==> src/rtl/core/cleb_pkg.sv <==
// ----------------------------------------------------------------------------
// cleb_pkg: shared types and codes for the console line edit buffer
// Key codes, result codes and the controller-to-datapath command group.
// ----------------------------------------------------------------------------
package cleb_pkg;

  // Item opcodes
  localparam logic OP_KEY  = 1'b0;
  localparam logic OP_READ = 1'b1;

  // Control keys
  localparam logic [7:0] KEY_NUL  = 8'h00;
  localparam logic [7:0] KEY_EOF  = 8'h04;  // ctrl-D
  localparam logic [7:0] KEY_BS   = 8'h08;  // ctrl-H
  localparam logic [7:0] KEY_LF   = 8'h0A;
  localparam logic [7:0] KEY_CR   = 8'h0D;
  localparam logic [7:0] KEY_DUMP = 8'h10;  // ctrl-P
  localparam logic [7:0] KEY_KILL = 8'h15;  // ctrl-U
  localparam logic [7:0] KEY_DEL  = 8'h7F;

  // Echo kinds
  localparam logic [1:0] ECHO_NONE  = 2'd0;
  localparam logic [1:0] ECHO_CHAR  = 2'd1;
  localparam logic [1:0] ECHO_ERASE = 2'd2;

  // Read status codes
  localparam logic [1:0] RD_NONE  = 2'd0;
  localparam logic [1:0] RD_BYTE  = 2'd1;
  localparam logic [1:0] RD_EOF   = 2'd2;
  localparam logic [1:0] RD_EMPTY = 2'd3;

  // Commands from controller to datapath
  typedef struct packed {
    logic load;  // latch request fields and fetch the byte at the read index
    logic exec;  // evaluate request, update indices and store, register result
  } cleb_cmd_t;

endpackage

==> src/rtl/core/cleb_ctrl.sv <==
// ----------------------------------------------------------------------------
// cleb_ctrl: request sequencer
// Accepts one request, runs it through the execute step and strobes the result.
// ----------------------------------------------------------------------------
module cleb_ctrl
  import cleb_pkg::*;
(
  input  logic      clk,
  input  logic      rst_n,
  input  logic      start,
  output logic      busy,
  output cleb_cmd_t cmd,
  output logic      out_valid
);

  localparam logic ST_IDLE = 1'b0;
  localparam logic ST_EXEC = 1'b1;

  logic state_r;
  logic state_nxt;
  logic valid_r;
  logic valid_nxt;
  logic accept;

  assign busy   = (state_r != ST_IDLE);
  assign accept = start && !busy;

  // Next state
  always_comb begin
    state_nxt = state_r;
    unique case (state_r)
      ST_IDLE: begin
        if (accept) state_nxt = ST_EXEC;
      end
      ST_EXEC: begin
        state_nxt = ST_IDLE;
      end
      default: begin
        state_nxt = ST_IDLE;
      end
    endcase
  end

  // Drive datapath commands
  assign cmd.load = accept;
  assign cmd.exec = (state_r == ST_EXEC);

  // Strobe the result in the cycle after execute
  assign valid_nxt = cmd.exec;
  assign out_valid = valid_r;

  always_ff @(posedge clk) begin
    if (!rst_n) begin
      state_r <= ST_IDLE;
      valid_r <= 1'b0;
    end else begin
      state_r <= state_nxt;
      valid_r <= valid_nxt;
    end
  end

endmodule

==> src/rtl/core/cleb_dpath.sv <==
// ----------------------------------------------------------------------------
// cleb_dpath: ring store, indices and result registers
// Holds the line ring with read, commit and edit indices and evaluates requests.
// ----------------------------------------------------------------------------
module cleb_dpath
  import cleb_pkg::*;
#(
  parameter int LINE_DEPTH = 128
)(
  input  logic       clk,
  input  logic       rst_n,
  input  cleb_cmd_t  cmd,
  input  logic       in_opcode,
  input  logic [7:0] in_key_code,
  input  logic       in_read_first,
  output logic [1:0] out_echo_kind,
  output logic [7:0] out_echo_char,
  output logic [7:0] out_erase_count,
  output logic       out_line_commit,
  output logic       out_dump_request,
  output logic [1:0] out_read_status,
  output logic [7:0] out_read_byte
);

  localparam int SPAN = 2 * LINE_DEPTH;
  localparam int IW   = $clog2(SPAN);
  localparam int SW   = $clog2(LINE_DEPTH);

  // Index helpers: indices count modulo twice the depth
  function automatic logic [IW-1:0] idx_inc(input logic [IW-1:0] x);
    return (x == IW'(SPAN - 1)) ? '0 : x + 1'b1;
  endfunction

  function automatic logic [IW-1:0] idx_dec(input logic [IW-1:0] x);
    return (x == '0) ? IW'(SPAN - 1) : x - 1'b1;
  endfunction

  function automatic logic [IW-1:0] idx_diff(input logic [IW-1:0] a,
                                             input logic [IW-1:0] b);
    logic [IW:0] d;
    d = {1'b0, a} - {1'b0, b};
    if (d[IW]) d = d + (IW+1)'(SPAN);
    return d[IW-1:0];
  endfunction

  function automatic logic [SW-1:0] slot_of(input logic [IW-1:0] x);
    logic [IW-1:0] y;
    y = (x >= IW'(LINE_DEPTH)) ? x - IW'(LINE_DEPTH) : x;
    return y[SW-1:0];
  endfunction

  // Ring store
  logic [7:0] line_mem_r [LINE_DEPTH];
  logic [7:0] rdata_r;

  // Indices
  logic [IW-1:0] read_idx_r, read_idx_nxt;
  logic [IW-1:0] commit_idx_r, commit_idx_nxt;
  logic [IW-1:0] edit_idx_r, edit_idx_nxt;

  // Latched request
  logic       op_r;
  logic [7:0] key_r;
  logic       first_r;

  // Result
  logic [1:0] kind_r, kind_nxt;
  logic [7:0] ech_r, ech_nxt;
  logic [7:0] ecount_r, ecount_nxt;
  logic       commit_r, commit_nxt;
  logic       dump_r, dump_nxt;
  logic [1:0] rstat_r, rstat_nxt;
  logic [7:0] rbyte_r, rbyte_nxt;

  // Store write
  logic          wr_en;
  logic [SW-1:0] wr_slot;
  logic [7:0]    wr_data;

  logic [IW-1:0] kill_count;
  logic [IW-1:0] fill_count;
  logic [7:0]    mapped_key;

  assign kill_count = idx_diff(edit_idx_r, commit_idx_r);
  assign fill_count = idx_diff(edit_idx_r, read_idx_r);
  assign mapped_key = (key_r == KEY_CR) ? KEY_LF : key_r;
  assign wr_slot    = slot_of(edit_idx_r);
  assign wr_data    = mapped_key;

  // Evaluate the latched request
  always_comb begin
    read_idx_nxt   = read_idx_r;
    commit_idx_nxt = commit_idx_r;
    edit_idx_nxt   = edit_idx_r;
    wr_en          = 1'b0;
    kind_nxt       = ECHO_NONE;
    ech_nxt        = 8'h00;
    ecount_nxt     = 8'h00;
    commit_nxt     = 1'b0;
    dump_nxt       = 1'b0;
    rstat_nxt      = RD_NONE;
    rbyte_nxt      = 8'h00;
    if (op_r == OP_KEY) begin
      if (key_r == KEY_DUMP) begin
        dump_nxt = 1'b1;
      end else if (key_r == KEY_KILL) begin
        // drop the whole uncommitted tail
        if (kill_count != '0) begin
          kind_nxt     = ECHO_ERASE;
          ecount_nxt   = (32'(kill_count) > 32'd255) ? 8'hFF : 8'(kill_count);
          edit_idx_nxt = commit_idx_r;
        end
      end else if (key_r == KEY_BS || key_r == KEY_DEL) begin
        // drop one uncommitted byte
        if (edit_idx_r != commit_idx_r) begin
          edit_idx_nxt = idx_dec(edit_idx_r);
          kind_nxt     = ECHO_ERASE;
          ecount_nxt   = 8'd1;
        end
      end else if (key_r != KEY_NUL && 32'(fill_count) < 32'(LINE_DEPTH)) begin
        // append, commit on newline, end of file or last free slot
        wr_en        = 1'b1;
        edit_idx_nxt = idx_inc(edit_idx_r);
        kind_nxt     = ECHO_CHAR;
        ech_nxt      = mapped_key;
        if (mapped_key == KEY_LF || mapped_key == KEY_EOF ||
            32'(fill_count) == 32'(LINE_DEPTH - 1)) begin
          commit_idx_nxt = idx_inc(edit_idx_r);
          commit_nxt     = 1'b1;
        end
      end
    end else begin
      if (read_idx_r == commit_idx_r) begin
        rstat_nxt = RD_EMPTY;
      end else if (rdata_r == KEY_EOF) begin
        // end of file is consumed only at the start of a request
        rstat_nxt = RD_EOF;
        if (first_r) read_idx_nxt = idx_inc(read_idx_r);
      end else begin
        rstat_nxt    = RD_BYTE;
        rbyte_nxt    = rdata_r;
        read_idx_nxt = idx_inc(read_idx_r);
      end
    end
  end

  // Store access: fetch on accept, write on execute
  always_ff @(posedge clk) begin
    if (cmd.exec && wr_en) line_mem_r[wr_slot] <= wr_data;
    if (cmd.load) rdata_r <= line_mem_r[slot_of(read_idx_r)];
  end

  // Latch request fields
  always_ff @(posedge clk) begin
    if (cmd.load) begin
      op_r    <= in_opcode;
      key_r   <= in_key_code;
      first_r <= in_read_first;
    end
  end

  // Hold result for the strobe cycle
  always_ff @(posedge clk) begin
    if (cmd.exec) begin
      kind_r   <= kind_nxt;
      ech_r    <= ech_nxt;
      ecount_r <= ecount_nxt;
      commit_r <= commit_nxt;
      dump_r   <= dump_nxt;
      rstat_r  <= rstat_nxt;
      rbyte_r  <= rbyte_nxt;
    end
  end

  // Advance indices
  always_ff @(posedge clk) begin
    if (!rst_n) begin
      read_idx_r   <= '0;
      commit_idx_r <= '0;
      edit_idx_r   <= '0;
    end else if (cmd.exec) begin
      read_idx_r   <= read_idx_nxt;
      commit_idx_r <= commit_idx_nxt;
      edit_idx_r   <= edit_idx_nxt;
    end
  end

  assign out_echo_kind    = kind_r;
  assign out_echo_char    = ech_r;
  assign out_erase_count  = ecount_r;
  assign out_line_commit  = commit_r;
  assign out_dump_request = dump_r;
  assign out_read_status  = rstat_r;
  assign out_read_byte    = rbyte_r;

endmodule

==> src/rtl/core/console_line_edit_buffer.sv <==
// ----------------------------------------------------------------------------
// console_line_edit_buffer: canonical keyboard line buffer
// Line editing over a ring store with read, commit and edit indices.
// ----------------------------------------------------------------------------
// A request is taken when start is high and busy is low. Each request yields
// exactly one result, shown for one cycle with out_valid high after the
// request passes the execute state and the valid register; the receiver
// cannot stall it. busy is high in the execute state, so no new
// request is taken while one executes. The ring store read data is registered,
// so the byte at the read index is fetched in the accept cycle and used the
// next. After reset the line is empty and no clearing pass is needed.
module console_line_edit_buffer
  import cleb_pkg::*;
#(
  parameter int LINE_DEPTH = 128
)(
  input  logic       clk,
  input  logic       rst_n,
  input  logic       start,
  output logic       busy,
  input  logic       in_opcode,
  input  logic [7:0] in_key_code,
  input  logic       in_read_first,
  output logic       out_valid,
  output logic [1:0] out_echo_kind,
  output logic [7:0] out_echo_char,
  output logic [7:0] out_erase_count,
  output logic       out_line_commit,
  output logic       out_dump_request,
  output logic [1:0] out_read_status,
  output logic [7:0] out_read_byte
);

  cleb_cmd_t cmd;

  // Sequence requests
  cleb_ctrl u_ctrl (
    .clk       (clk),
    .rst_n     (rst_n),
    .start     (start),
    .busy      (busy),
    .cmd       (cmd),
    .out_valid (out_valid)
  );

  // Store and evaluate
  cleb_dpath #(
    .LINE_DEPTH (LINE_DEPTH)
  ) u_dpath (
    .clk              (clk),
    .rst_n            (rst_n),
    .cmd              (cmd),
    .in_opcode        (in_opcode),
    .in_key_code      (in_key_code),
    .in_read_first    (in_read_first),
    .out_echo_kind    (out_echo_kind),
    .out_echo_char    (out_echo_char),
    .out_erase_count  (out_erase_count),
    .out_line_commit  (out_line_commit),
    .out_dump_request (out_dump_request),
    .out_read_status  (out_read_status),
    .out_read_byte    (out_read_byte)
  );

endmodule

==> config.mk <==
export PLATFORM = sky130hd
export DESIGN_NAME = console_line_edit_buffer
export DESIGN_NICKNAME = d
export VERILOG_FILES = /design/src/rtl/core/cleb_pkg.sv /design/src/rtl/core/cleb_ctrl.sv /design/src/rtl/core/cleb_dpath.sv /design/src/rtl/core/console_line_edit_buffer.sv
export SDC_FILE = /design/constraint.sdc
export NUM_CORES = 1
export LEC_CHECK = 0
export BUFFER_PORTS_ARGS = -buffer_cell sky130_fd_sc_hd__buf_2
export CORE_ASPECT_RATIO = 1.4
export CORE_MARGIN = 3
export CORE_UTILIZATION = 55
export DETAILED_ROUTE_END_ITERATION = 10
export PLACE_DENSITY = 0.75
export SLEW_MARGIN = 5
export SYNTH_ARGS = -nofsm -noshare
export SYNTH_HDL_FRONTEND = slang
export SYNTH_SLANG_ARGS = --single-unit
==> constraint.sdc <==
create_clock -name clk -period 5.7 [get_ports clk]
set_input_delay 0 -clock clk [delete_from_list [all_inputs] [get_ports clk]]
set_output_delay 0 -clock clk [all_outputs]
set_load 0.005 [all_outputs]
==> impl_metrics.tcl <==
set metrics [dict create \
    clk_pin_slew_worst_paths_ns 0.07 \
    synth_cell_type_count 72 \
    h-tree-depth 3 \
    floorplan.initialDensity 0.559 \
    synth_xor_area_frac 0.00579 \
    synth_top_family_by_area "multiplexers" \
    cp_slowest_stage_delay_ns 0.67 \
    synth_area_leaders "edfxtp_1, mux4_2, nor2_1, dfxtp_1, mux2i_1" \
    drc 0 \
    synth_mux_area_frac 0.166 \
    multi_input_area_um2 10500 \
    layout_min_cycle_time_ns 4.61 \
    coreArea_um2 78400 \
    grt_first_pass_wirelength_um 154000 \
    slowest_stage "dfxtp_1" \
    cp_max_fo 16 \
    avgViaCountPerCell 6.51 \
    wl_met3_um 8570 \
    grt-ovfl-total 0 \
    numCtsBuffers 93 \
    max_freq_ghz 0.217 \
    setup_viol 0 \
    dieArea_um2 83200 \
    hp-class "input pin to register" \
    cp-end-kind "register" \
    status "complete, no violations" \
    clkPwrFrac 0.417 \
    drt-initial-drc-count 2785 \
    cts_sinks 1098 \
    synth_fp_nets 2178 \
    regArea_um2 32700 \
    routedLengthMet1_um 36600 \
    grt_pass1_vias 22486 \
    avgSynthCellArea_um2 20.4 \
    synth_compound_area_frac 0.0208 \
    synthCells 2145 \
    die_h_um 340 \
    combPwrFrac 0.016 \
    worst_slew_pin_slew_ns 1.23 \
    syn_to_final_growth_pct 10.7 \
    pwr-share-seq 0.568 \
    powerDensity_nw_per_um2 323 \
    yosys_warnings 0 \
    grt_util_all_layers 0.255 \
    synth_top_area_cell "edfxtp_1" \
    ir_drop_uv 346 \
    antenna_found_initial 1 \
    chipWidth_um 245 \
    p_int_uw 12600 \
    critical_path.cell_chain "clkinv_1 > ha_1 > and2_1 > a221oi_1 > nand3b_1 > nor3_2 > nand2_1 > buf_12 > nor2_1" \
    finalMaxSlewViolations 0 \
    yosys.area_share.adder 0.00605 \
    ys.flop_type "edfxtp_1" \
    antenna_cells 0 \
    crit_family "simple AND/OR/NAND/NOR gates" \
    dr_total_vias 21792 \
    synth-seq-area-share 0.746 \
    slew_headroom 0.179 \
    hpwl_um 61700 \
    top_signal_layer_used "met4" \
    synth_top_area_share 0.734 \
    period_share 0.809 \
    finalSetupTns_ns 0 \
    fillers 5274 \
    met2_length_um 53100 \
    fin_nets 2257 \
    synth_seq_cells 1098 \
    final_hold_viol_count 0 \
    detailedPlace.worstSlack_ns 1.20 \
    power_leakage_uw 0.0151 \
    rsz0062_at_grt "false" \
    antenna_left 0 \
    cp-start-kind "register" \
    clk_latency_ns 0.67 \
    grt_max_degree 152 \
    routed_wl_um 104000 \
    wl_per_cell_um 30.9 \
    drt_first_pass_iters 5 \
    fin_skew_ns 0.0328 \
    cts-root-buf "clkbuf_16" \
    cp.arrival_ns 4.90 \
    cts.path.max_buffers 3 \
    worstSetupPathType "register to register" \
    synthSimpleGateAreaFrac 0.0394 \
    netSwitchingPower_uw 3080 \
    ios 45 \
    gp_congestion 0.923 \
    cts_tree "yes" \
    switching_share 0.196 \
    maxCapViolCount 0 \
    finalWorstSetupSlack_ns 1.09 \
    worstPathRequired_ns 5.99 \
    async_reset_ff_frac 0 \
    io_buffer_count 44 \
    netlist_area_um2 43900 \
    rows 121 \
    synth_edf_count 1072 \
    drive_above_1_share 0.244 \
    cp_num_buf_inv 2 \
]
-- synthesized netlist by cell type, types with 3 or more instances --
library cell,instances
and2_1,8
buf_1,6
clkinv_1,3
nor2b_1,10
nor3b_1,4
nand4_1,8
a31oi_1,5
buf_4,23
nand2_1,65
a311oi_1,3
nand3b_1,5
a221o_1,4
nand3_1,29
o311ai_0,3
and3_1,18
o211ai_1,7
nor2_1,178
a221oi_1,18
and4_1,3
nor3_1,19
a2111oi_0,4
a21oi_1,24
ha_1,18
nor4_1,7
o21ai_0,17
dfxtp_1,26
buf_2,39
nand2b_1,6
xnor2_1,21
mux2i_1,51
edfxtp_1,1072
clkbuf_1,53
mux4_2,301
or2_2,5
xor2_1,8
a21o_1,8
o22ai_1,5
or3b_2,3
inv_1,17
-- cell usage in the layout, fill, tap and decap left out, drive strengths merged, types with 7 or more instances in the layout --
cell type / n
edfxtp: 1072
mux4: 301
nor2: 179
clkbuf: 112
buf: 95
nand2: 65
mux2i: 51
clkinv: 47
nand3: 29
dfxtp: 26
a21oi: 24
xnor2: 21
nor3: 20
inv: 20
a221oi: 18
and3: 18
ha: 18
o21ai: 18
dlygate4sd3: 12
bufinv: 11
nor2b: 10
and2: 9
nand4: 9
a21o: 8
xor2: 8
nor4: 7
o211ai: 7
-- area by class of cell --
| class | instances | share of cell area |
|---|---|---|
| clock buffers | 112 | 0.0518 |
| clock inverters | 63 | 0.0130 |
| inverters | 21 | 0.00165 |
| multi-input cells | 903 | 0.216 |
| flip-flops and latches | 1098 | 0.674 |
| well taps | 1045 | 0.0269 |
| repair buffers | 107 | 0.0167 |
-- logic make-up after synthesis --
family	count (synthesis)
flip-flops	1098
AND/OR/NAND/NOR	376
multiplexers	353
buffers and inverters	144
AO/OA/AOI/OAI	125
XOR/XNOR	29
adder cells (fa/ha/maj)	20
-- power groups by stage --
| stage | Combinational, uW | Sequential (uW) | Clock [uW] |
|---|---|---|---|
| floorplan | 112 | 9080 | 0 |
| global placement | 234 | 9070 | 0 |
| detailed placement | 243 | 9070 | 0 |
| CTS | 249 | 8890 | 6600 |
| global route | 266 | 8890 | 6910 |
| finish | 247 | 8890 | 6530 |
-- what timing repair did --
action	in CTS	in global routing
buffers inserted	0	0
gates resized for setup	0	0
endpoints found under the hold margin	38	0
hold buffers	12	0
-- metrics by stage --
step	total power (uW)	instance area (um^2)	hold slack [ns]	util	cells
floorplan	9190	43900	0.0989	-	2145
global placement	9300	45300	0.180	0.577	3162
detailed placement	9310	45300	0.178	0.577	3162
CTS	15700	48500	0.0252	0.619	3349
global route	16100	48500	0.0470	0.619	3349
finish	15700	48500	0.0503	0.619	3349
-- state kept, by name (all words and copies together), names as in the netlist --
| name | count |
|---|---|
| u_ctrl.out_valid | 1 |
| u_dpath.line_mem_r | 1024 |
| u_dpath.out_erase_count | 8 |
| u_ctrl.busy | 1 |
| u_dpath.out_line_commit | 1 |
| u_dpath.first_r | 1 |
| u_dpath.out_read_byte | 8 |
| u_dpath.out_echo_kind | 2 |
| u_dpath.op_r | 1 |
| u_dpath.key_r | 8 |
| u_dpath.edit_idx_r | 8 |
| u_dpath.commit_idx_r | 8 |
| u_dpath.read_idx_r | 8 |
| u_dpath.out_read_status | 2 |
| u_dpath.out_echo_char | 8 |
| u_dpath.rdata_r | 8 |
| u_dpath.out_dump_request | 1 |
-- path summary, 6_finish.rpt --
kind / depth (start not counted) / end / from / slack, ns
worst max-delay path: 9 / u_dpath.line_mem_r[98][5]$_DFFE_PP_ / u_dpath.read_idx_r[6]$_SDFFE_PN0P_ / 1.09
worst min-delay path: 2 / u_dpath.key_r[0]$_DFFE_PP_ / in_key_code[0] / 0.05
worst max register to register: 9 / u_dpath.line_mem_r[98][5]$_DFFE_PP_ / u_dpath.read_idx_r[6]$_SDFFE_PN0P_ / 1.09
worst min register to register: 2 / u_dpath.commit_idx_r[2]$_SDFFE_PN0P_ / u_dpath.commit_idx_r[2]$_SDFFE_PN0P_ / 0.54
-- routing by layer --
metal / track usage / vias up
met5: 0 / -
met4: 0.124 / 0
met3: 0.0437 / 250
met2: 0.426 / 1234
met1: 0.327 / 11316
li1: - / 8992
No activity file was read; power rests on OpenSTA's default activity.
